--- src/sv/dve_pkg.sv ---
// ============================================================================
// dve_pkg: shared constants for the delta varbyte encoder
// Group size, lead flag, queue depth and default value width used by the
// front, queue, back and top-level modules.
// ============================================================================
`default_nettype none

package dve_pkg;

    // Default width of the IDs that are coded.
    localparam int VALUE_BITS_DEFAULT = 32;

    // Width of the input and output data ports.
    localparam int IN_DATA_BITS  = 32;
    localparam int OUT_DATA_BITS = 8;

    // Each code byte carries one group of this many value bits.
    localparam int GROUP_BITS = 7;

    // Bit 7 marks the first byte of a code.
    localparam logic LEAD_FLAG = 1'b1;

    // Number of classified items held between the front and the back.
    localparam int QUEUE_DEPTH = 2;

endpackage : dve_pkg

`default_nettype wire

--- src/sv/dve_queue.sv ---
// ============================================================================
// dve_queue: small register queue between the front and the back
// Holds classified items so that the front can accept a new beat while the
// back is still emitting the bytes of an earlier one.
// ============================================================================
`default_nettype none

module dve_queue #(
    parameter int WIDTH = 8,
    parameter int DEPTH = dve_pkg::QUEUE_DEPTH
) (
    input  wire logic             clk,
    input  wire logic             rst_n,
    input  wire logic             in_valid,
    output logic                  in_ready,
    input  wire logic [WIDTH-1:0] in_data,
    output logic                  out_valid,
    input  wire logic             out_ready,
    output logic [WIDTH-1:0]      out_data
);

    localparam int PTR_W = (DEPTH > 1) ? $clog2(DEPTH) : 1;
    localparam int CNT_W = $clog2(DEPTH + 1);

    logic [WIDTH-1:0] slot_reg [DEPTH];
    logic [PTR_W-1:0] wr_ptr_reg, wr_ptr_next;
    logic [PTR_W-1:0] rd_ptr_reg, rd_ptr_next;
    logic [CNT_W-1:0] count_reg, count_next;
    logic             push;
    logic             pop;

    // Handshake on both sides.
    assign in_ready  = (count_reg != CNT_W'(DEPTH));
    assign out_valid = (count_reg != '0);
    assign out_data  = slot_reg[rd_ptr_reg];
    assign push      = in_valid && in_ready;
    assign pop       = out_valid && out_ready;

    // Pointer and occupancy update.
    always_comb
    begin
        wr_ptr_next = wr_ptr_reg;
        rd_ptr_next = rd_ptr_reg;
        count_next  = count_reg;
        if (push)
        begin
            wr_ptr_next = (wr_ptr_reg == PTR_W'(DEPTH - 1)) ? '0 : wr_ptr_reg + 1'b1;
        end
        if (pop)
        begin
            rd_ptr_next = (rd_ptr_reg == PTR_W'(DEPTH - 1)) ? '0 : rd_ptr_reg + 1'b1;
        end
        if (push && !pop)
        begin
            count_next = count_reg + 1'b1;
        end
        else if (pop && !push)
        begin
            count_next = count_reg - 1'b1;
        end
    end

    always_ff @(posedge clk or negedge rst_n)
    begin
        if (!rst_n)
        begin
            wr_ptr_reg <= '0;
            rd_ptr_reg <= '0;
            count_reg  <= '0;
        end
        else
        begin
            wr_ptr_reg <= wr_ptr_next;
            rd_ptr_reg <= rd_ptr_next;
            count_reg  <= count_next;
        end
    end

    // Storage slots carry payload only.
    always_ff @(posedge clk)
    begin
        if (push)
        begin
            slot_reg[wr_ptr_reg] <= in_data;
        end
    end

endmodule : dve_queue

`default_nettype wire

--- src/sv/dve_front.sv ---
// ============================================================================
// dve_front: input stage of the delta varbyte encoder
// Accepts one ID per beat, forms the gap from the previous ID, flags a
// descending ID and finds the index of the most significant nonzero group.
// ============================================================================
`default_nettype none

module dve_front #(
    parameter int VALUE_BITS = dve_pkg::VALUE_BITS_DEFAULT,
    parameter int IDX_W      = 3,
    parameter int ENTRY_W    = 1 + IDX_W + VALUE_BITS
) (
    input  wire logic                              clk,
    input  wire logic                              rst_n,
    input  wire logic                              s_tvalid,
    output logic                                   s_tready,
    input  wire logic [dve_pkg::IN_DATA_BITS-1:0]  s_tdata,
    input  wire logic [0:0]                        s_tuser,
    output logic                                   push,
    input  wire logic                              push_ready,
    output logic [ENTRY_W-1:0]                     push_data
);

    localparam int MAX_GROUPS = (VALUE_BITS + dve_pkg::GROUP_BITS - 1) / dve_pkg::GROUP_BITS;
    localparam int PAD_W      = MAX_GROUPS * dve_pkg::GROUP_BITS;

    logic [VALUE_BITS-1:0] prev_reg;
    logic [VALUE_BITS-1:0] value;
    logic [VALUE_BITS-1:0] coded;
    logic [PAD_W-1:0]      coded_pad;
    logic                  order_error;
    logic [IDX_W-1:0]      top_idx;

    assign s_tready = push_ready;
    assign push     = s_tvalid && push_ready;

    // Gap from the previous ID, or the ID itself at the start of a list.
    assign value       = s_tdata[VALUE_BITS-1:0];
    assign order_error = !s_tuser[0] && (value < prev_reg);
    assign coded       = s_tuser[0] ? value : value - prev_reg;
    assign coded_pad   = PAD_W'(coded);

    // Index of the highest group that holds a set bit; zero codes as one group.
    always_comb
    begin
        top_idx = '0;
        for (int i = 1; i < MAX_GROUPS; i++)
        begin
            if (|coded_pad[i*dve_pkg::GROUP_BITS +: dve_pkg::GROUP_BITS])
            begin
                top_idx = IDX_W'(i);
            end
        end
    end

    assign push_data = {order_error, top_idx, coded};

    // Every accepted ID becomes the reference for the next gap.
    always_ff @(posedge clk or negedge rst_n)
    begin
        if (!rst_n)
        begin
            prev_reg <= '0;
        end
        else if (push)
        begin
            prev_reg <= value;
        end
    end

endmodule : dve_front

`default_nettype wire

--- src/sv/dve_back.sv ---
// ============================================================================
// dve_back: byte emitter of the delta varbyte encoder
// Takes classified items from the queue and sends their 7-bit groups, most
// significant first, one byte per beat through a registered output.
// ============================================================================
`default_nettype none

module dve_back #(
    parameter int VALUE_BITS = dve_pkg::VALUE_BITS_DEFAULT,
    parameter int IDX_W      = 3,
    parameter int ENTRY_W    = 1 + IDX_W + VALUE_BITS
) (
    input  wire logic                              clk,
    input  wire logic                              rst_n,
    input  wire logic                              pop_valid,
    output logic                                   pop_ready,
    input  wire logic [ENTRY_W-1:0]                pop_data,
    output logic                                   m_tvalid,
    input  wire logic                              m_tready,
    output logic [dve_pkg::OUT_DATA_BITS-1:0]      m_tdata,
    output logic                                   m_tlast,
    output logic [0:0]                             m_tuser
);

    localparam int MAX_GROUPS = (VALUE_BITS + dve_pkg::GROUP_BITS - 1) / dve_pkg::GROUP_BITS;
    localparam int PAD_W      = MAX_GROUPS * dve_pkg::GROUP_BITS;

    // Item being emitted.
    logic                  cur_valid_reg, cur_valid_next;
    logic [PAD_W-1:0]      coded_reg;
    logic [IDX_W-1:0]      grp_reg, grp_next;
    logic                  err_reg;
    logic                  lead_reg, lead_next;

    // Output register.
    logic                  out_valid_reg, out_valid_next;
    logic [dve_pkg::OUT_DATA_BITS-1:0] out_data_reg;
    logic                  out_last_reg;
    logic                  out_err_reg;

    logic                  out_free;
    logic                  emit;
    logic                  emit_last;
    logic                  pop;
    logic [dve_pkg::GROUP_BITS-1:0] group;

    logic                  entry_err;
    logic [IDX_W-1:0]      entry_idx;
    logic [VALUE_BITS-1:0] entry_coded;

    assign {entry_err, entry_idx, entry_coded} = pop_data;

    // A byte leaves the current item whenever the output register frees up.
    assign out_free  = !out_valid_reg || m_tready;
    assign emit      = cur_valid_reg && out_free;
    assign emit_last = emit && (grp_reg == '0);
    assign pop_ready = !cur_valid_reg || emit_last;
    assign pop       = pop_valid && pop_ready;

    // Select the group to send next.
    always_comb
    begin
        group = coded_reg[dve_pkg::GROUP_BITS-1:0];
        for (int i = 1; i < MAX_GROUPS; i++)
        begin
            if (grp_reg == IDX_W'(i))
            begin
                group = coded_reg[i*dve_pkg::GROUP_BITS +: dve_pkg::GROUP_BITS];
            end
        end
    end

    // Next state of the item tracker and output valid.
    always_comb
    begin
        cur_valid_next = cur_valid_reg;
        grp_next       = grp_reg;
        lead_next      = lead_reg;
        if (pop)
        begin
            cur_valid_next = 1'b1;
            grp_next       = entry_idx;
            lead_next      = 1'b1;
        end
        else if (emit)
        begin
            cur_valid_next = !emit_last;
            grp_next       = grp_reg - 1'b1;
            lead_next      = 1'b0;
        end

        out_valid_next = out_valid_reg;
        if (emit)
        begin
            out_valid_next = 1'b1;
        end
        else if (m_tready)
        begin
            out_valid_next = 1'b0;
        end
    end

    always_ff @(posedge clk or negedge rst_n)
    begin
        if (!rst_n)
        begin
            cur_valid_reg <= 1'b0;
            grp_reg       <= '0;
            lead_reg      <= 1'b0;
            out_valid_reg <= 1'b0;
        end
        else
        begin
            cur_valid_reg <= cur_valid_next;
            grp_reg       <= grp_next;
            lead_reg      <= lead_next;
            out_valid_reg <= out_valid_next;
        end
    end

    // Payload of the current item and of the output beat.
    always_ff @(posedge clk)
    begin
        if (pop)
        begin
            coded_reg <= PAD_W'(entry_coded);
            err_reg   <= entry_err;
        end
        if (emit)
        begin
            out_data_reg <= {(lead_reg & dve_pkg::LEAD_FLAG), group};
            out_last_reg <= (grp_reg == '0);
            out_err_reg  <= err_reg;
        end
    end

    assign m_tvalid   = out_valid_reg;
    assign m_tdata    = out_data_reg;
    assign m_tlast    = out_last_reg;
    assign m_tuser[0] = out_err_reg;

endmodule : dve_back

`default_nettype wire

--- src/sv/delta_varbyte_encoder.sv ---
// ============================================================================
// delta_varbyte_encoder: delta-gap variable-byte encoder
// Codes a sorted ID list as gaps, each emitted as 1 to 5 bytes of 7-bit
// groups, most significant group first, with bit 7 set on the lead byte.
// ============================================================================
`default_nettype none

// The block sends one code byte per beat on the output stream, so an ID costs
// 1 to ceil(VALUE_BITS/7) output bytes (1 to 5 at 32 bits) depending on the
// size of its gap; the byte-wide output port sets the sustained rate. Input
// beats are taken whenever the two-entry queue between the classifying front
// and the byte emitter has room, so a new ID can enter while the bytes of
// earlier ones are still leaving. The first ID after reset is coded against a
// previous ID of zero, and order_error marks every byte of a code whose ID was
// below its predecessor within the same list.

module delta_varbyte_encoder #(
    parameter int VALUE_BITS = dve_pkg::VALUE_BITS_DEFAULT
) (
    input  wire logic                              clk,
    input  wire logic                              rst_n,
    // Input stream.
    input  wire logic                              s_tvalid,
    output logic                                   s_tready,
    input  wire logic [dve_pkg::IN_DATA_BITS-1:0]  s_tdata,  // [31:0] value
    input  wire logic [0:0]                        s_tuser,  // [0] first_of_list
    // Output stream.
    output logic                                   m_tvalid,
    input  wire logic                              m_tready,
    output logic [dve_pkg::OUT_DATA_BITS-1:0]      m_tdata,  // [7:0] code_byte
    output logic                                   m_tlast,  // last_of_code
    output logic [0:0]                             m_tuser   // [0] order_error
);

    localparam int MAX_GROUPS = (VALUE_BITS + dve_pkg::GROUP_BITS - 1) / dve_pkg::GROUP_BITS;
    localparam int IDX_W      = (MAX_GROUPS > 1) ? $clog2(MAX_GROUPS) : 1;
    localparam int ENTRY_W    = 1 + IDX_W + VALUE_BITS;

    logic               push;
    logic               push_ready;
    logic [ENTRY_W-1:0] push_data;
    logic               pop_valid;
    logic               pop_ready;
    logic [ENTRY_W-1:0] pop_data;

    // Gap and top group index for each accepted ID.
    dve_front #(
        .VALUE_BITS (VALUE_BITS),
        .IDX_W      (IDX_W),
        .ENTRY_W    (ENTRY_W)
    ) u_front (
        .clk        (clk),
        .rst_n      (rst_n),
        .s_tvalid   (s_tvalid),
        .s_tready   (s_tready),
        .s_tdata    (s_tdata),
        .s_tuser    (s_tuser),
        .push       (push),
        .push_ready (push_ready),
        .push_data  (push_data)
    );

    // Decoupling queue.
    dve_queue #(
        .WIDTH (ENTRY_W),
        .DEPTH (dve_pkg::QUEUE_DEPTH)
    ) u_queue (
        .clk       (clk),
        .rst_n     (rst_n),
        .in_valid  (push),
        .in_ready  (push_ready),
        .in_data   (push_data),
        .out_valid (pop_valid),
        .out_ready (pop_ready),
        .out_data  (pop_data)
    );

    // Byte emitter with registered output.
    dve_back #(
        .VALUE_BITS (VALUE_BITS),
        .IDX_W      (IDX_W),
        .ENTRY_W    (ENTRY_W)
    ) u_back (
        .clk       (clk),
        .rst_n     (rst_n),
        .pop_valid (pop_valid),
        .pop_ready (pop_ready),
        .pop_data  (pop_data),
        .m_tvalid  (m_tvalid),
        .m_tready  (m_tready),
        .m_tdata   (m_tdata),
        .m_tlast   (m_tlast),
        .m_tuser   (m_tuser)
    );

endmodule : delta_varbyte_encoder

`default_nettype wire

--- config.mk ---
export PLATFORM = sky130hd
export DESIGN_NAME = delta_varbyte_encoder
export DESIGN_NICKNAME = d
export VERILOG_FILES = /design/src/sv/dve_pkg.sv /design/src/sv/dve_queue.sv /design/src/sv/dve_front.sv /design/src/sv/dve_back.sv /design/src/sv/delta_varbyte_encoder.sv
export SDC_FILE = /design/constraint.sdc
export NUM_CORES = 1
export LEC_CHECK = 0
export ABC_AREA = 1
export ABC_CLOCK_PERIOD_IN_PS = 12140
export BUFFER_PORTS_ARGS = -buffer_cell sky130_fd_sc_hd__buf_2
export CORE_ASPECT_RATIO = 0.8
export CORE_MARGIN = 8
export CORE_UTILIZATION = 30
export CTS_CLUSTER_SIZE = 12
export DETAILED_ROUTE_END_ITERATION = 7
export PLACE_DENSITY_LB_ADDON = 0.05
export SLEW_MARGIN = 5
export SYNTH_ARGS = -nofsm -noshare
export SYNTH_HDL_FRONTEND = slang
export SYNTH_SLANG_ARGS = --single-unit
--- constraint.sdc ---
create_clock -name clk -period 12.14 [get_ports clk]
set_input_delay 1.214 -clock clk [delete_from_list [all_inputs] [get_ports clk]]
set_output_delay 1.214 -clock clk [all_outputs]
set_load 0.05 [all_outputs]
==> run_results.csv <==
group,metric,value,unit
global_route,grt_pass1_wl,41560,um
cells_and_area,num_antenna_cells,0,
yosys,synth_ff_type,"edfxtp_1",
global_route,antenna_found_initial,0,
timing,fin_skew,0.01570,ns
cells_and_area,fin_area,10450,um2
routing,routedWlPerCell,16.14,um
floorplanning,die_x,210.8,um
clock_tree,clk_pin_slew_worst_paths,0.07,ns
power_and_ir_drop,power_density,249.5,nW/um2
timing,post-route-period-util,0.2709,
yosys,synth_area_leader_cell,"edfxtp_1",
yosys,synth.top_cell.area_share,0.3791,
timing,setup-tns-final,0,ns
yosys,synth_nets,1223,
cells_and_area,largest_reg_flops,72,
clock_tree,cts_max_path_buffers,2,
yosys,synth_area_per_cell,7.942,um2
floorplanning,coreArea,30100,um2
yosys,async_flop_share,0.2675,
floorplanning,start_util,0.3027,
placement,dpl_cell_area,9869,um2
clock_tree,htreeDepth,4,
placement,place_inst,1594,
routing,routed_wirelength,26250,um
clock_tree,clock_sinks,157,
yosys,ys_seq_elements,157,
global_route,grt_max_degree,43,
clock_tree,cts_hold_buf,0,
placement,dpl.hpwl,19870,um
worst_hold_path,hp-class,"register to register",
routing,postRouteAntennaNets,0,
timing,maxSlewHeadroom,0.4697,
yosys,synth_cells,1147,
power_and_ir_drop,power.total,2.607,mW
placement,place_ws,8.392,ns
cells_and_area,layout.cells.non_filler,1626,
setup_path,arrival,3.46,ns
global_route,overflow,0,
floorplanning,die_area,36230,um2
timing,finalHoldViolCount,0,
setup_path,critPathLaunchType,"input pin",
status,outcome,"complete, no violations",
setup_path,endpoint_kind,"register",
floorplanning,die_y,171.9,um
global_route,grt_usage,0.1510,
yosys,synthDistinctLibCells,42,
placement,place_congestion,0.8309,
clock_tree,root_buffer,"clkbuf_16",
global_route,grt_pass1_vias,7139,
cells_and_area,nets,1276,
setup_path,path_class,"input pin to register",
setup_path,cp_max_fo,3,
floorplanning,ios,49,
yosys,synthTopCellsByCount,"nand2_1, inv_1, edfxtp_1, nand3_1, nor2_1",
clock_tree,cts_resized,0,
power_and_ir_drop,p_leak,5.027,nW
cells_and_area,area_growth_syn_to_layout,14.70,%
timing,period_needed,3.289,ns
clock_tree,cts_buffers,17,
yosys,synth_area,9110,um2
timing,setup_violations,0,
clock_tree,insertion_delay,0.43,ns
power_and_ir_drop,ir_worst_vdd,0.1037,mV
timing,drv_slew,0,
clock_tree,cts_tree,"yes",
routing,vias_per_cell,4.384,
placement,io_buffers,48,
routing,num_vias,7128,
clock_tree,post-cts-setup-buffers,0,
routing,drc,0,
yosys,yosysSeqAreaShare,0.4944,
yosys,netlist_top_cells_area,"edfxtp_1, nand2_1, dfrtp_1, inv_1, ha_1",
timing,fmax,304.0,MHz
yosys,synth-edff-count,115,
routing,dr.pass1.iters,5,
routing,drtIter0Drc,382,
yosys,ys_warn_count,0,
floorplanning,rows,57,
timing,rsz0062_at_grt,"false",
run,cap_violations,0,
timing,setup_slack,8.851,ns
timing,worst_pin_slew,0.7954,ns
setup_path,crit_required,12.31,ns
cells_and_area,layout-drive-gt1-share,0.1187,
yosys,yosys.cell_count.top_type,"nand2_1",
==> placed cells by master (no fill, tap or decap), types with 3 or more instances in the layout <==
cell / synthesis / layout
a21oi_1: 28 / 27
a31oi_1: 6 / 6
buf_2: 2 / 48
buf_4: 1 / 9
clkbuf_16: 0 / 17
clkinv_1: 4 / 6
dfrtp_1: 42 / 41
edfxtp_1: 115 / 115
ha_1: 38 / 38
inv_1: 191 / 190
inv_2: 3 / 3
inv_6: 0 / 4
inv_8: 0 / 3
nand2_1: 425 / 425
nand2_2: 19 / 19
nand3_1: 71 / 71
nand3_2: 7 / 7
nand3b_1: 8 / 8
nand4_1: 11 / 11
nor2_1: 60 / 58
nor2_2: 8 / 8
nor2_4: 5 / 7
nor3_1: 4 / 4
o211ai_1: 4 / 4
o21ai_0: 51 / 51
o22ai_1: 3 / 3
==> final timing paths <==
kind | slack (ns) | cells past startpoint | to | startpoint
worst max-delay path | 8.85 | 18 | u_queue.slot_reg[1][32] | s_tdata[0]
worst min-delay path | 0.43 | 0 | u_back.m_tuser | u_back.err_reg
worst max register to register | 9.32 | 12 | u_queue.count_reg[1] | u_back.grp_reg[0]
worst min register to register | 0.43 | 0 | u_back.m_tuser | u_back.err_reg
max in group asynchronous | 10.71 | 2 | u_queue.rd_ptr_reg | rst_n
min in group asynchronous | 0.91 | 2 | u_front.prev_reg[9] | rst_n
==> where the power goes <==
group	internal [mW]	leakage (nW)	switching (mW)	total (mW)
clock network	0.290	0.285	0.247	0.537
logic	0.355	3.17	0.841	1.20
registers	0.801	1.57	0.0733	0.874
==> logic make-up (layout without fill, tap and decap cells) <==
| kind of cell | count (synthesis) | count (layout) | share of synthesized area |
|---|---|---|---|
| XOR/XNOR | 4 | 4 | 0.003846 |
| multiplexers | 1 | 1 | 0.001099 |
| adder cells (fa/ha/maj) | 39 | 39 | 0.05439 |
| AO/OA/AOI/OAI | 98 | 98 | 0.05823 |
| flip-flops | 157 | 157 | 0.4944 |
| buffers and inverters | 221 | 287 | 0.09175 |
| AND/OR/NAND/NOR | 627 | 627 | 0.2963 |
==> worst max-delay path, stage by stage <==
cell and delay, ns:
buf_2 0.08, inv_1 0.05, ha_1 0.23, fa_1 0.40, inv_1 0.11, nand2_1 0.08, nand2_1 0.09, nand3_1 0.12
nand2_1 0.13, nand2_1 0.12, nand3_1 0.11, nand2_1 0.05, nand3_1 0.06, nand2_1 0.13, nor2_1 0.13, nand2_1 0.06
nor2_1 0.17, a21oi_1 0.12
==> area by class of cell <==
type / instances / area, um2
clock buffer: 17 / 425.4
clock inverter: 15 / 153.9
fill: 3262 / 19650
inverter: 198 / 743.2
multi-input combinational: 769 / 3796
sequential: 157 / 4506
tap: 413 / 516.7
timing repair buffer: 57 / 307.8
==> stage by stage <==
step / hold slack [ns] / utilization
3_3_place_gp: 0.4096 / 0.3279
2_1_floorplan: 0.4003 / -
6_report: 0.4259 / 0.3472
3_5_place_dp: 0.4234 / 0.3279
4_1_cts: 0.4302 / 0.3472
5_1_grt: 0.4506 / 0.3472
==> per-layer routing <==
layer / wire length (um) / GRT usage / share of wire
met5: 0 / 0 / 0
met4: 280 / 0.03372 / 0.011
met3: 563 / 0.02337 / 0.021
met2: 11600 / 0.2378 / 0.44
met1: 13810 / 0.2164 / 0.53
Power figures use the tool's default switching activity.
